File: src/hw/rtl/rrts_pkg.sv
// ----------------------------------------------------------------------------
// rrts_pkg: shared types and codes of the round-robin task scheduler
// Command and slot state codes, request and response beats.
// ----------------------------------------------------------------------------
package rrts_pkg;

    localparam logic [2:0] CMD_ENQUEUE  = 3'd0;
    localparam logic [2:0] CMD_TICK     = 3'd1;
    localparam logic [2:0] CMD_SCHEDULE = 3'd2;
    localparam logic [2:0] CMD_YIELD    = 3'd3;
    localparam logic [2:0] CMD_SLEEP    = 3'd4;
    localparam logic [2:0] CMD_EXIT     = 3'd5;

    localparam int ST_W = 3;
    localparam logic [ST_W-1:0] ST_CREATE  = 3'd0;
    localparam logic [ST_W-1:0] ST_READY   = 3'd1;
    localparam logic [ST_W-1:0] ST_RUNNING = 3'd2;
    localparam logic [ST_W-1:0] ST_WAITING = 3'd3;
    localparam logic [ST_W-1:0] ST_EXIT    = 3'd4;

    localparam int LEFT_W    = 29;   // sleep countdown width
    localparam int MS_W      = 32;
    localparam int DIV_W     = MS_W + 1;
    localparam int SLEEP_BIAS = 9;   // rounds the ms-to-tick division up
    // divide by ten: halve, then multiply by the reciprocal of five
    localparam logic [MS_W-1:0] DIV5_RECIP = 32'hCCCC_CCCD;
    localparam int DIV5_SHIFT = 34;

    typedef struct packed {
        logic [2:0]      cmd;
        logic [5:0]      task_id;
        logic [MS_W-1:0] sleep_ms;
    } t_req;

    typedef struct packed {
        logic [5:0] run_task;
        logic       next_is_idle;
        logic       switched;
        logic [6:0] ready_count;
        logic [6:0] woken_count;
    } t_rsp;

endpackage

File: src/hw/rtl/rrts_ram.sv
// ----------------------------------------------------------------------------
// rrts_ram: generic simple dual-port RAM
// One write port, one read port, read data registered.
// ----------------------------------------------------------------------------
module rrts_ram #(
    parameter int WIDTH = 8,
    parameter int DEPTH = 64
) (
    input  logic                     i_clk,
    input  logic                     i_we,
    input  logic [$clog2(DEPTH)-1:0] i_waddr,
    input  logic [WIDTH-1:0]         i_wdata,
    input  logic [$clog2(DEPTH)-1:0] i_raddr,
    output logic [WIDTH-1:0]         o_rdata
);

    logic [WIDTH-1:0] r_mem [DEPTH];
    logic [WIDTH-1:0] r_rdata;

    always_ff @(posedge i_clk) begin
        if (i_we) begin
            r_mem[i_waddr] <= i_wdata;
        end
        r_rdata <= r_mem[i_raddr];
    end

    assign o_rdata = r_rdata;

endmodule

File: src/hw/rtl/round_robin_task_scheduler.sv
// ----------------------------------------------------------------------------
// round_robin_task_scheduler: per-CPU task scheduler with a sleep list
// Ready queue (woken sleepers go to its head) and ordered sleep list threaded
// through one link memory; slot states and sleep countdowns in their own memories.
// ----------------------------------------------------------------------------
//
//  channel   direction  handshake                     payload
//  -------   ---------  ----------------------------  ----------------------
//  command   in         start high while busy low     i_req  (rrts_pkg::t_req)
//  result    out        o_valid, one cycle, no stall  o_rsp  (rrts_pkg::t_rsp)
//
//  States per command beat, accept to result strobe: enqueue EQ, FIN;
//    unknown codes FIN; tick FIN with an empty sleep list, else TK per sleeper
//    (one sleeper per cycle through the link memory), then FIN; schedule CHK,
//    TAKE, PUT if requeueing, FIN; exit CHK, TAKE, FIN; yield CHK, then FIN or as
//    schedule; sleep CHK, FIN if no task runs, else DIV (ms / 10), SLP, TAKE, FIN.
//  Reset is synchronous, active low; slot states read as create until written.
//  A new command is taken in the cycle the previous result is on the strobe.
//
module round_robin_task_scheduler #(
    parameter int MAX_TASKS = 64
) (
    input  logic          i_clk,
    input  logic          i_rst_n,
    input  logic          start,
    output logic          busy,
    input  rrts_pkg::t_req i_req,
    output logic          o_valid,
    output rrts_pkg::t_rsp o_rsp
);

    localparam int AW = $clog2(MAX_TASKS);
    localparam int CW = $clog2(MAX_TASKS + 1);

    localparam logic [3:0] S_IDLE = 4'd0;
    localparam logic [3:0] S_EQ   = 4'd1;
    localparam logic [3:0] S_TK   = 4'd2;
    localparam logic [3:0] S_CHK  = 4'd3;
    localparam logic [3:0] S_DIV  = 4'd4;
    localparam logic [3:0] S_SLP  = 4'd5;
    localparam logic [3:0] S_TAKE = 4'd6;
    localparam logic [3:0] S_PUT  = 4'd7;
    localparam logic [3:0] S_FIN  = 4'd8;

    // control and list registers
    logic [3:0]    r_fsm, n_fsm;
    logic [2:0]    r_cmd, n_cmd;
    logic [5:0]    r_tid, n_tid;
    logic          r_prev_idle, n_prev_idle;
    logic [AW-1:0] r_prev_slot, n_prev_slot;
    logic [AW-1:0] r_rdy_head, n_rdy_head, r_rdy_tail, n_rdy_tail;
    logic [CW-1:0] r_rdy_len, n_rdy_len;
    logic [AW-1:0] r_slp_head, n_slp_head, r_slp_tail, n_slp_tail;
    logic [CW-1:0] r_slp_len, n_slp_len;
    logic [AW-1:0] r_run, n_run;
    logic          r_idle, n_idle;
    logic          r_req, n_req;
    // tick walk
    logic [AW-1:0] r_node, n_node, r_nh, n_nh, r_nt, n_nt;
    logic [CW-1:0] r_cnt, n_cnt, r_nl, n_nl, r_woken, n_woken;
    // divide by ten
    logic [rrts_pkg::DIV_W-1:0] r_dq, n_dq;
    // result register
    logic          r_out_vld, n_out_vld;
    rrts_pkg::t_rsp r_out, n_out;
    // slot state valid bits
    logic [MAX_TASKS-1:0] r_st_vld;
    logic          r_st_rv;

    // memory ports
    logic                        st_we, lk_we, lf_we;
    logic [AW-1:0]               st_waddr, lk_waddr, lf_waddr, st_raddr, lk_raddr;
    logic [rrts_pkg::ST_W-1:0]   st_wdata, st_rdata, st_eff;
    logic [AW-1:0]               lk_wdata, lk_rdata;
    logic [rrts_pkg::LEFT_W-1:0] lf_wdata, lf_rdata;

    rrts_ram #(.WIDTH(rrts_pkg::ST_W), .DEPTH(MAX_TASKS)) u_state_ram (
        .i_clk(i_clk), .i_we(st_we), .i_waddr(st_waddr), .i_wdata(st_wdata),
        .i_raddr(st_raddr), .o_rdata(st_rdata)
    );

    rrts_ram #(.WIDTH(AW), .DEPTH(MAX_TASKS)) u_link_ram (
        .i_clk(i_clk), .i_we(lk_we), .i_waddr(lk_waddr), .i_wdata(lk_wdata),
        .i_raddr(lk_raddr), .o_rdata(lk_rdata)
    );

    rrts_ram #(.WIDTH(rrts_pkg::LEFT_W), .DEPTH(MAX_TASKS)) u_left_ram (
        .i_clk(i_clk), .i_we(lf_we), .i_waddr(lf_waddr), .i_wdata(lf_wdata),
        .i_raddr(lk_raddr), .o_rdata(lf_rdata)
    );

    // never-written slots read as create
    assign st_eff = r_st_rv ? st_rdata : rrts_pkg::ST_CREATE;

    logic accept;
    assign accept  = start && (r_fsm == S_IDLE);
    assign busy    = (r_fsm != S_IDLE);
    assign o_valid = r_out_vld;
    assign o_rsp   = r_out;

    // Read addresses: the slot state of the enqueued slot or the current
    // task; the link of the ready head, or the sleep chain during a tick.
    always_comb begin
        st_raddr = r_run;
        lk_raddr = r_rdy_head;
        if (r_fsm == S_IDLE) begin
            if (i_req.cmd == rrts_pkg::CMD_ENQUEUE) begin
                st_raddr = AW'(i_req.task_id);
            end
            if (i_req.cmd == rrts_pkg::CMD_TICK) begin
                lk_raddr = r_slp_head;
            end
        end else if (r_fsm == S_TK) begin
            lk_raddr = lk_rdata;
        end
    end

    logic                        cur, wake, tid_ok;
    logic [2*rrts_pkg::MS_W-1:0] div_prod;
    logic [rrts_pkg::LEFT_W-1:0] left;

    always_comb begin
        n_fsm = r_fsm;   n_cmd = r_cmd;   n_tid = r_tid;
        n_prev_idle = r_prev_idle;   n_prev_slot = r_prev_slot;
        n_rdy_head = r_rdy_head;   n_rdy_tail = r_rdy_tail;   n_rdy_len = r_rdy_len;
        n_slp_head = r_slp_head;   n_slp_tail = r_slp_tail;   n_slp_len = r_slp_len;
        n_run = r_run;   n_idle = r_idle;   n_req = r_req;
        n_node = r_node;   n_nh = r_nh;   n_nt = r_nt;   n_nl = r_nl;
        n_cnt = r_cnt;   n_woken = r_woken;
        n_dq = r_dq;
        n_out_vld = 1'b0;   n_out = r_out;
        st_we = 1'b0;   st_waddr = r_run;   st_wdata = rrts_pkg::ST_READY;
        lk_we = 1'b0;   lk_waddr = r_rdy_tail;   lk_wdata = r_run;
        lf_we = 1'b0;   lf_waddr = r_node;   lf_wdata = '0;
        cur    = !r_idle && (st_eff == rrts_pkg::ST_RUNNING);
        tid_ok = (32'(r_tid) < MAX_TASKS);
        left   = lf_rdata;
        wake   = (left <= rrts_pkg::LEFT_W'(1));
        div_prod = 64'(r_dq[rrts_pkg::DIV_W-1:1]) * 64'(rrts_pkg::DIV5_RECIP);

        case (r_fsm)
            S_IDLE: begin
                if (accept) begin
                    n_cmd       = i_req.cmd;
                    n_tid       = i_req.task_id;
                    n_prev_idle = r_idle;
                    n_prev_slot = r_run;
                    n_woken     = '0;
                    n_dq        = rrts_pkg::DIV_W'(i_req.sleep_ms)
                                + rrts_pkg::DIV_W'(rrts_pkg::SLEEP_BIAS);
                    n_node      = r_slp_head;
                    n_cnt       = r_slp_len;
                    n_nh        = '0;
                    n_nt        = '0;
                    n_nl        = '0;
                    case (i_req.cmd)
                        rrts_pkg::CMD_ENQUEUE: n_fsm = S_EQ;
                        rrts_pkg::CMD_TICK:    n_fsm = (r_slp_len == '0) ? S_FIN : S_TK;
                        rrts_pkg::CMD_SCHEDULE, rrts_pkg::CMD_YIELD,
                        rrts_pkg::CMD_SLEEP, rrts_pkg::CMD_EXIT: n_fsm = S_CHK;
                        default:               n_fsm = S_FIN;
                    endcase
                end
            end

            S_EQ: begin
                // append at the ready tail unless already listed
                if (tid_ok && st_eff != rrts_pkg::ST_READY &&
                    st_eff != rrts_pkg::ST_WAITING) begin
                    st_we    = 1'b1;
                    st_waddr = AW'(r_tid);
                    st_wdata = rrts_pkg::ST_READY;
                    if (r_rdy_len == '0) begin
                        n_rdy_head = AW'(r_tid);
                    end else begin
                        lk_we    = 1'b1;
                        lk_waddr = r_rdy_tail;
                        lk_wdata = AW'(r_tid);
                    end
                    n_rdy_tail = AW'(r_tid);
                    n_rdy_len  = r_rdy_len + CW'(1);
                end
                n_fsm = S_FIN;
            end

            S_TK: begin
                // one sleeper per cycle; its link and count arrived this cycle
                lf_we    = 1'b1;
                lf_waddr = r_node;
                if (wake) begin
                    lf_wdata = '0;
                    st_we    = 1'b1;
                    st_waddr = r_node;
                    st_wdata = rrts_pkg::ST_READY;
                    if (r_rdy_len == '0) begin
                        n_rdy_tail = r_node;
                    end else begin
                        lk_we    = 1'b1;
                        lk_waddr = r_node;
                        lk_wdata = r_rdy_head;
                    end
                    n_rdy_head = r_node;
                    n_rdy_len  = r_rdy_len + CW'(1);
                    n_woken    = r_woken + CW'(1);
                end else begin
                    lf_wdata = left - rrts_pkg::LEFT_W'(1);
                    if (r_nl == '0) begin
                        n_nh = r_node;
                    end else begin
                        lk_we    = 1'b1;
                        lk_waddr = r_nt;
                        lk_wdata = r_node;
                    end
                    n_nt = r_node;
                    n_nl = r_nl + CW'(1);
                end
                n_node = lk_rdata;
                n_cnt  = r_cnt - CW'(1);
                if (r_cnt == CW'(1)) begin
                    n_slp_head = n_nh;
                    n_slp_tail = n_nt;
                    n_slp_len  = n_nl;
                    n_fsm      = S_FIN;
                end
            end

            S_CHK: begin
                n_req = 1'b0;
                case (r_cmd)
                    rrts_pkg::CMD_SLEEP: begin
                        n_fsm = cur ? S_DIV : S_FIN;
                    end
                    rrts_pkg::CMD_YIELD: begin
                        // a running task alone with an empty queue keeps running
                        if (cur && r_rdy_len == '0) begin
                            n_fsm = S_FIN;
                        end else begin
                            n_req = cur;
                            n_fsm = S_TAKE;
                        end
                    end
                    rrts_pkg::CMD_EXIT: begin
                        if (cur) begin
                            st_we    = 1'b1;
                            st_waddr = r_run;
                            st_wdata = rrts_pkg::ST_EXIT;
                        end
                        n_fsm = S_TAKE;
                    end
                    default: begin
                        n_req = cur;
                        n_fsm = S_TAKE;
                    end
                endcase
            end

            S_DIV: begin
                // halve the biased count, then divide by five through the reciprocal
                n_dq  = rrts_pkg::DIV_W'(div_prod[rrts_pkg::DIV5_SHIFT +: rrts_pkg::LEFT_W]);
                n_fsm = S_SLP;
            end

            S_SLP: begin
                // park the current task at the sleep tail
                lf_we    = 1'b1;
                lf_waddr = r_run;
                lf_wdata = r_dq[rrts_pkg::LEFT_W-1:0];
                st_we    = 1'b1;
                st_waddr = r_run;
                st_wdata = rrts_pkg::ST_WAITING;
                if (r_slp_len == '0) begin
                    n_slp_head = r_run;
                end else begin
                    lk_we    = 1'b1;
                    lk_waddr = r_slp_tail;
                    lk_wdata = r_run;
                end
                n_slp_tail = r_run;
                n_slp_len  = r_slp_len + CW'(1);
                n_fsm      = S_TAKE;
            end

            S_TAKE: begin
                // dequeue the ready head, or fall back to the idle task
                if (r_rdy_len != '0) begin
                    st_we      = 1'b1;
                    st_waddr   = r_rdy_head;
                    st_wdata   = rrts_pkg::ST_RUNNING;
                    n_run      = r_rdy_head;
                    n_idle     = 1'b0;
                    n_rdy_len  = r_rdy_len - CW'(1);
                    n_rdy_head = (r_rdy_len > CW'(1)) ? lk_rdata : '0;
                    if (r_rdy_len == CW'(1)) begin
                        n_rdy_tail = '0;
                    end
                end else begin
                    n_run  = '0;
                    n_idle = 1'b1;
                end
                n_fsm = r_req ? S_PUT : S_FIN;
            end

            S_PUT: begin
                // requeue the previous task at the ready tail
                st_we    = 1'b1;
                st_waddr = r_prev_slot;
                st_wdata = rrts_pkg::ST_READY;
                if (r_rdy_len == '0) begin
                    n_rdy_head = r_prev_slot;
                end else begin
                    lk_we    = 1'b1;
                    lk_waddr = r_rdy_tail;
                    lk_wdata = r_prev_slot;
                end
                n_rdy_tail = r_prev_slot;
                n_rdy_len  = r_rdy_len + CW'(1);
                n_fsm      = S_FIN;
            end

            S_FIN: begin
                n_out_vld          = 1'b1;
                n_out.run_task     = r_idle ? 6'd0 : 6'(r_run);
                n_out.next_is_idle = r_idle;
                n_out.switched     = (r_prev_idle != r_idle) ||
                                     (!r_idle && r_prev_slot != r_run);
                n_out.ready_count  = 7'(r_rdy_len);
                n_out.woken_count  = 7'(r_woken);
                n_fsm              = S_IDLE;
            end

            default: n_fsm = S_IDLE;
        endcase
    end

    always_ff @(posedge i_clk) begin
        if (!i_rst_n) begin
            r_fsm      <= S_IDLE;
            r_rdy_head <= '0;
            r_rdy_tail <= '0;
            r_rdy_len  <= '0;
            r_slp_head <= '0;
            r_slp_tail <= '0;
            r_slp_len  <= '0;
            r_run      <= '0;
            r_idle     <= 1'b1;
            r_out_vld  <= 1'b0;
            r_st_vld   <= '0;
            r_req      <= 1'b0;
        end else begin
            r_fsm      <= n_fsm;
            r_rdy_head <= n_rdy_head;
            r_rdy_tail <= n_rdy_tail;
            r_rdy_len  <= n_rdy_len;
            r_slp_head <= n_slp_head;
            r_slp_tail <= n_slp_tail;
            r_slp_len  <= n_slp_len;
            r_run      <= n_run;
            r_idle     <= n_idle;
            r_out_vld  <= n_out_vld;
            r_req      <= n_req;
            if (st_we) begin
                r_st_vld[st_waddr] <= 1'b1;
            end
        end
    end

    // payload registers, no reset
    always_ff @(posedge i_clk) begin
        r_cmd       <= n_cmd;
        r_tid       <= n_tid;
        r_prev_idle <= n_prev_idle;
        r_prev_slot <= n_prev_slot;
        r_node      <= n_node;
        r_nh        <= n_nh;
        r_nt        <= n_nt;
        r_nl        <= n_nl;
        r_cnt       <= n_cnt;
        r_woken     <= n_woken;
        r_dq        <= n_dq;
        r_out       <= n_out;
        r_st_rv     <= r_st_vld[st_raddr];
    end

    // ---------------------------------------------------------------- checks
    a_strobe_single: assert property (@(posedge i_clk) disable iff (!i_rst_n)
        r_out_vld |=> !r_out_vld)
        else $error("result strobe held for more than one cycle");

    a_accept_busy: assert property (@(posedge i_clk) disable iff (!i_rst_n)
        accept |=> busy)
        else $error("command beat accepted without going busy");

    a_idle_slot: assert property (@(posedge i_clk) disable iff (!i_rst_n)
        r_idle |-> (r_run == '0))
        else $error("idle task current with a nonzero slot");

    a_empty_ready: assert property (@(posedge i_clk) disable iff (!i_rst_n)
        (r_rdy_len == '0) |-> (r_rdy_head == '0 && r_rdy_tail == '0))
        else $error("empty ready queue with stale head or tail");

    a_ready_bound: assert property (@(posedge i_clk) disable iff (!i_rst_n)
        (32'(r_rdy_len) + 32'(r_slp_len) <= MAX_TASKS))
        else $error("more listed tasks than slots");

endmodule

File: config.mk
export PLATFORM = sky130hd
export DESIGN_NAME = round_robin_task_scheduler
export DESIGN_NICKNAME = d
export VERILOG_FILES = /design/src/hw/rtl/rrts_pkg.sv /design/src/hw/rtl/rrts_ram.sv /design/src/hw/rtl/round_robin_task_scheduler.sv
export SDC_FILE = /design/constraint.sdc
export NUM_CORES = 2
export LEC_CHECK = 0
export ABC_AREA = 1
export BUFFER_PORTS_ARGS = -buffer_cell sky130_fd_sc_hd__buf_2
export CORE_ASPECT_RATIO = 0.75
export CORE_MARGIN = 3
export CORE_UTILIZATION = 58
export DETAILED_ROUTE_END_ITERATION = 8
export HOLD_SLACK_MARGIN = 0.12
export PLACE_DENSITY = 0.84
export SETUP_SLACK_MARGIN = 0.05
export SYNTH_ARGS = -nofsm -noshare
export SYNTH_HDL_FRONTEND = slang
export SYNTH_SLANG_ARGS = --single-unit
File: constraint.sdc
create_clock -name i_clk -period 6.3 [get_ports i_clk]
set_input_delay 0.945 -clock i_clk [delete_from_list [all_inputs] [get_ports i_clk]]
set_output_delay 0.945 -clock i_clk [all_outputs]
set_load 0.005 [all_outputs]
==> flow_summary.yaml <==
cts:
  cts_buffers: 248
  cts_tree: "done"
  htreeDepth: 4
  cts_root_buf: "clkbuf_16"
  holdBufCountCts: 0
  cts.clk_slew.worst_paths_ns: 0.07
  clock_sinks: 2696
  clockBufferDepth: 4
  clk_latency_ns: 0.95
routing:
  drtPass1Iterations: 9
  antenna_left: 0
  drt_iter0_markers: 15983
  wirelength_um: 392000
  vias: 97980
  vias_per_cell: 6.03
  met2_length_um: 172000
  top_layer_used: "met5"
  routedWlPerCell_um: 24.1
  drc: 2
  dr_wl_met3_um: 58200
  wl_met1_um: 146000
setup_path:
  cp-end-kind: "flip-flop"
  crit_top_cell: "fa_1"
  criticalPathCategory: "reg -> reg"
  startpoint_type: "flip-flop"
  crit_arrival_ns: 7.14
  cpPeakStageDelay_ns: 0.57
  worstPathRequired_ns: 6.94
  crit_slowest_cell: "fa_1"
  worstPathMaxFanout: 7
  path_cells: "buf_6 -> ha_1 -> xor2_2 -> nand2_1 -> nand2_1 -> fa_1 -> fa_1 -> fa_1 -> fa_1 -> fa_1 -> inv_1 -> fa_1 -> inv_2 -> ha_4 -> a21oi_4 -> buf_6 -> o21ai_4 -> a21oi_2 -> o22ai_2 -> nor3_1 -> nand2_1 -> nor2_1 -> o21ai_1"
synthesis:
  synth.net_count: 13423
  synth_warnings: 0
  synth-edff-count: 2542
  syn_avg_cell_area_sq_um: 10.6
  yosysTopAreaCell: "edfxtp_1"
  yosysUniqueCellTypes: 61
  async_flop_share_pct: 0
  synth_seq_area_share_pct: 59.3
  synth_top_area_share_pct: 57.0
  synth_seq_cells: 2696
  synth_cells: 12639
  synthTopCellsByArea: "edfxtp_1 57%, nand2_1 8.1%, nand3_1 5.8%, fa_1 5.8%, inv_1 5.3%"
  ys.flop_type: "edfxtp_1"
  synth_area_sq_um: 134000
timing:
  finClkSkew_ns: 0.0956
  fin_crit_sh_pct: 103
  hold_ws_ns: 0.205
  tightest_slew_ns: 1.36
  hold_viol: 0
  relSlewSlack_pct: 8.91
  fmax_ghz: 0.154
  finalSetupViolCount: 29
  min_period_ns: 6.50
  fin_ws_ns: -0.198
  slew_viol_final: 0
  rsz0062_at_grt: "true"
floorplanning:
  rows: 152
  design.die.area_sq_um: 237000
  initial_core_util_pct: 58.4
  core-area_sq_um: 229000
  io_pins: 68
  die_y_um: 422
  die_w_um: 561
cells_and_area:
  finalNonFillerCells: 16239
  layout-drive-gt1-share_pct: 13.6
  syn2layout_area_growth_pct: 13.0
  fin_area_sq_um: 151000
  final_nets: 13734
global_route:
  grt_usage_pct: 32.3
  overflow: 0
  grt_antenna_before_repair: 19
  grt_pass1_wl_um: 579000
  first_global_vias: 94069
  grt_max_degree: 257
job:
  maxCapViolations: 0
placement:
  place_congestion: 0.994
  dpl_cell_area_sq_um: 141000
  portBuffers: 67
  hpwl_um: 247000
  dp_cells: 15731
  dp_slack_ns: -0.758
worst_hold_path:
  hold_path_class: "in -> reg"
run_status:
  violations: "DRC, setup timing"
  status: "complete, but fails checks"
==> metal layers <==
| metal | vias to the layer above | GRT usage, % |
|---|---|---|
| met1 | 46454 | 45.5 |
| met4 | 12 | 11.7 |
| met2 | 7220 | 48.0 |
| li1 | 43191 | - |
| met3 | 1103 | 9.55 |
| met5 | - | 0 |
==> state kept, by name, indices dropped and copies added, names as in the netlist, 7 cells and up <==
| signal | count |
|---|---|
| r_nl | 7 |
| r_cnt | 7 |
| u_link_ram.r_mem | 384 |
| r_woken | 7 |
| o_rsp | 22 |
| u_state_ram.r_mem | 192 |
| u_left_ram.o_rdata | 29 |
| u_left_ram.r_mem | 1856 |
| r_st_vld | 64 |
| r_slp_len | 7 |
| r_rdy_len | 7 |
| r_dq | 33 |
==> final timing paths <==
path	slack, ns	depth (start not counted)	endpoint	from
setup / recovery	-0.20	23	r_dq[14]	r_dq[3]
hold / removal	0.20	1	r_cmd[0]	i_req[38]
setup reg to reg	-0.20	23	r_dq[14]	r_dq[3]
hold reg to reg	0.45	2	r_st_vld[61]	r_st_vld[61]
==> synthesized netlist by cell type, drive strengths merged (72+ instances only) <==
cell	number
inv	1904
ha	351
fa	389
xor2	72
edfxtp	2542
o211ai	652
o21ai	244
clkbuf	176
dfxtp	154
buf	417
nand3	1561
a21oi	229
nor2	515
nand2	2913
or2	229
==> cell type report <==
cell class                 instances  area (sq um)
fill                           15861         77900
clock inverter                   125          1210
clock buffer                     329          6620
sequential                      2696         79400
multi-input combinational       7441         47600
antenna                            5          12.5
timing repair buffer             654          5390
tap                             3080          3850
inverter                        1909          7200
==> worst max-delay path: cells and delay by family (launching register included) <==
family	cells	cell delay [ns]
buffers and inverters	4	0.49
XOR/XNOR	1	0.30
flip-flops	1	0.48
AND/OR/NAND/NOR	5	0.57
AO/OA/AOI/OAI	5	0.62
adder cells (fa/ha/maj)	8	3.75
==> cell families (layout without fill, tap and decap cells) <==
group,after synthesis,count (layout),share of synthesized area (%)
other,0,5,0
DFF,2696,2696,59.3
adders and majority gates,740,740,9.10
buffers and inverters,2502,3017,7.52
and+or+nand+nor,5364,5364,17.3
xor gates and xnor gates,93,93,0.609
AOI/OAI and AO/OA,1244,1244,6.10
==> what timing repair did <==
| action | CTS | global route |
|---|---|---|
| setup endpoints to repair | 29 | 29 |
| gates resized for setup | 380 | 195 |
| pin swaps | 141 | 150 |
| buffers inserted | 35 | 16 |
==> cells in the final DEF (no fill, tap or decap), types with 39 or more instances in the layout <==
master,Yosys,routed
ha_4,0,70
nand2_1,2903,2853
clkinv_1,5,51
buf_12,0,40
nor2_2,21,61
or2_2,214,211
nand4_1,39,39
nor2_4,7,102
inv_2,27,83
fa_1,389,357
ha_1,351,270
xor2_1,72,64
buf_4,56,509
o211ai_1,652,652
a21oi_1,226,176
clkbuf_16,0,250
nor2_1,487,352
o21ai_0,233,165
buf_2,340,67
inv_1,1877,1816
edfxtp_1,2542,2542
nand3_1,1559,1549
nand3b_1,44,44
dfxtp_1,154,154
clkbuf_1,176,72
==> per-stage QoR <==
| step | utilization [%] | setup TNS [ns] |
|---|---|---|
| floorplan | - | 0 |
| CTS | 65.6 | -2.19 |
| global placement | 61.4 | -10.27 |
| finish | 66.0 | -3.74 |
| global route | 66.0 | -8.15 |
| detailed placement | 61.4 | -11.06 |
Power is left out: the tool's default activity adds up to more than one toggle a clock period on the data nets, which glitch-free logic cannot reach.
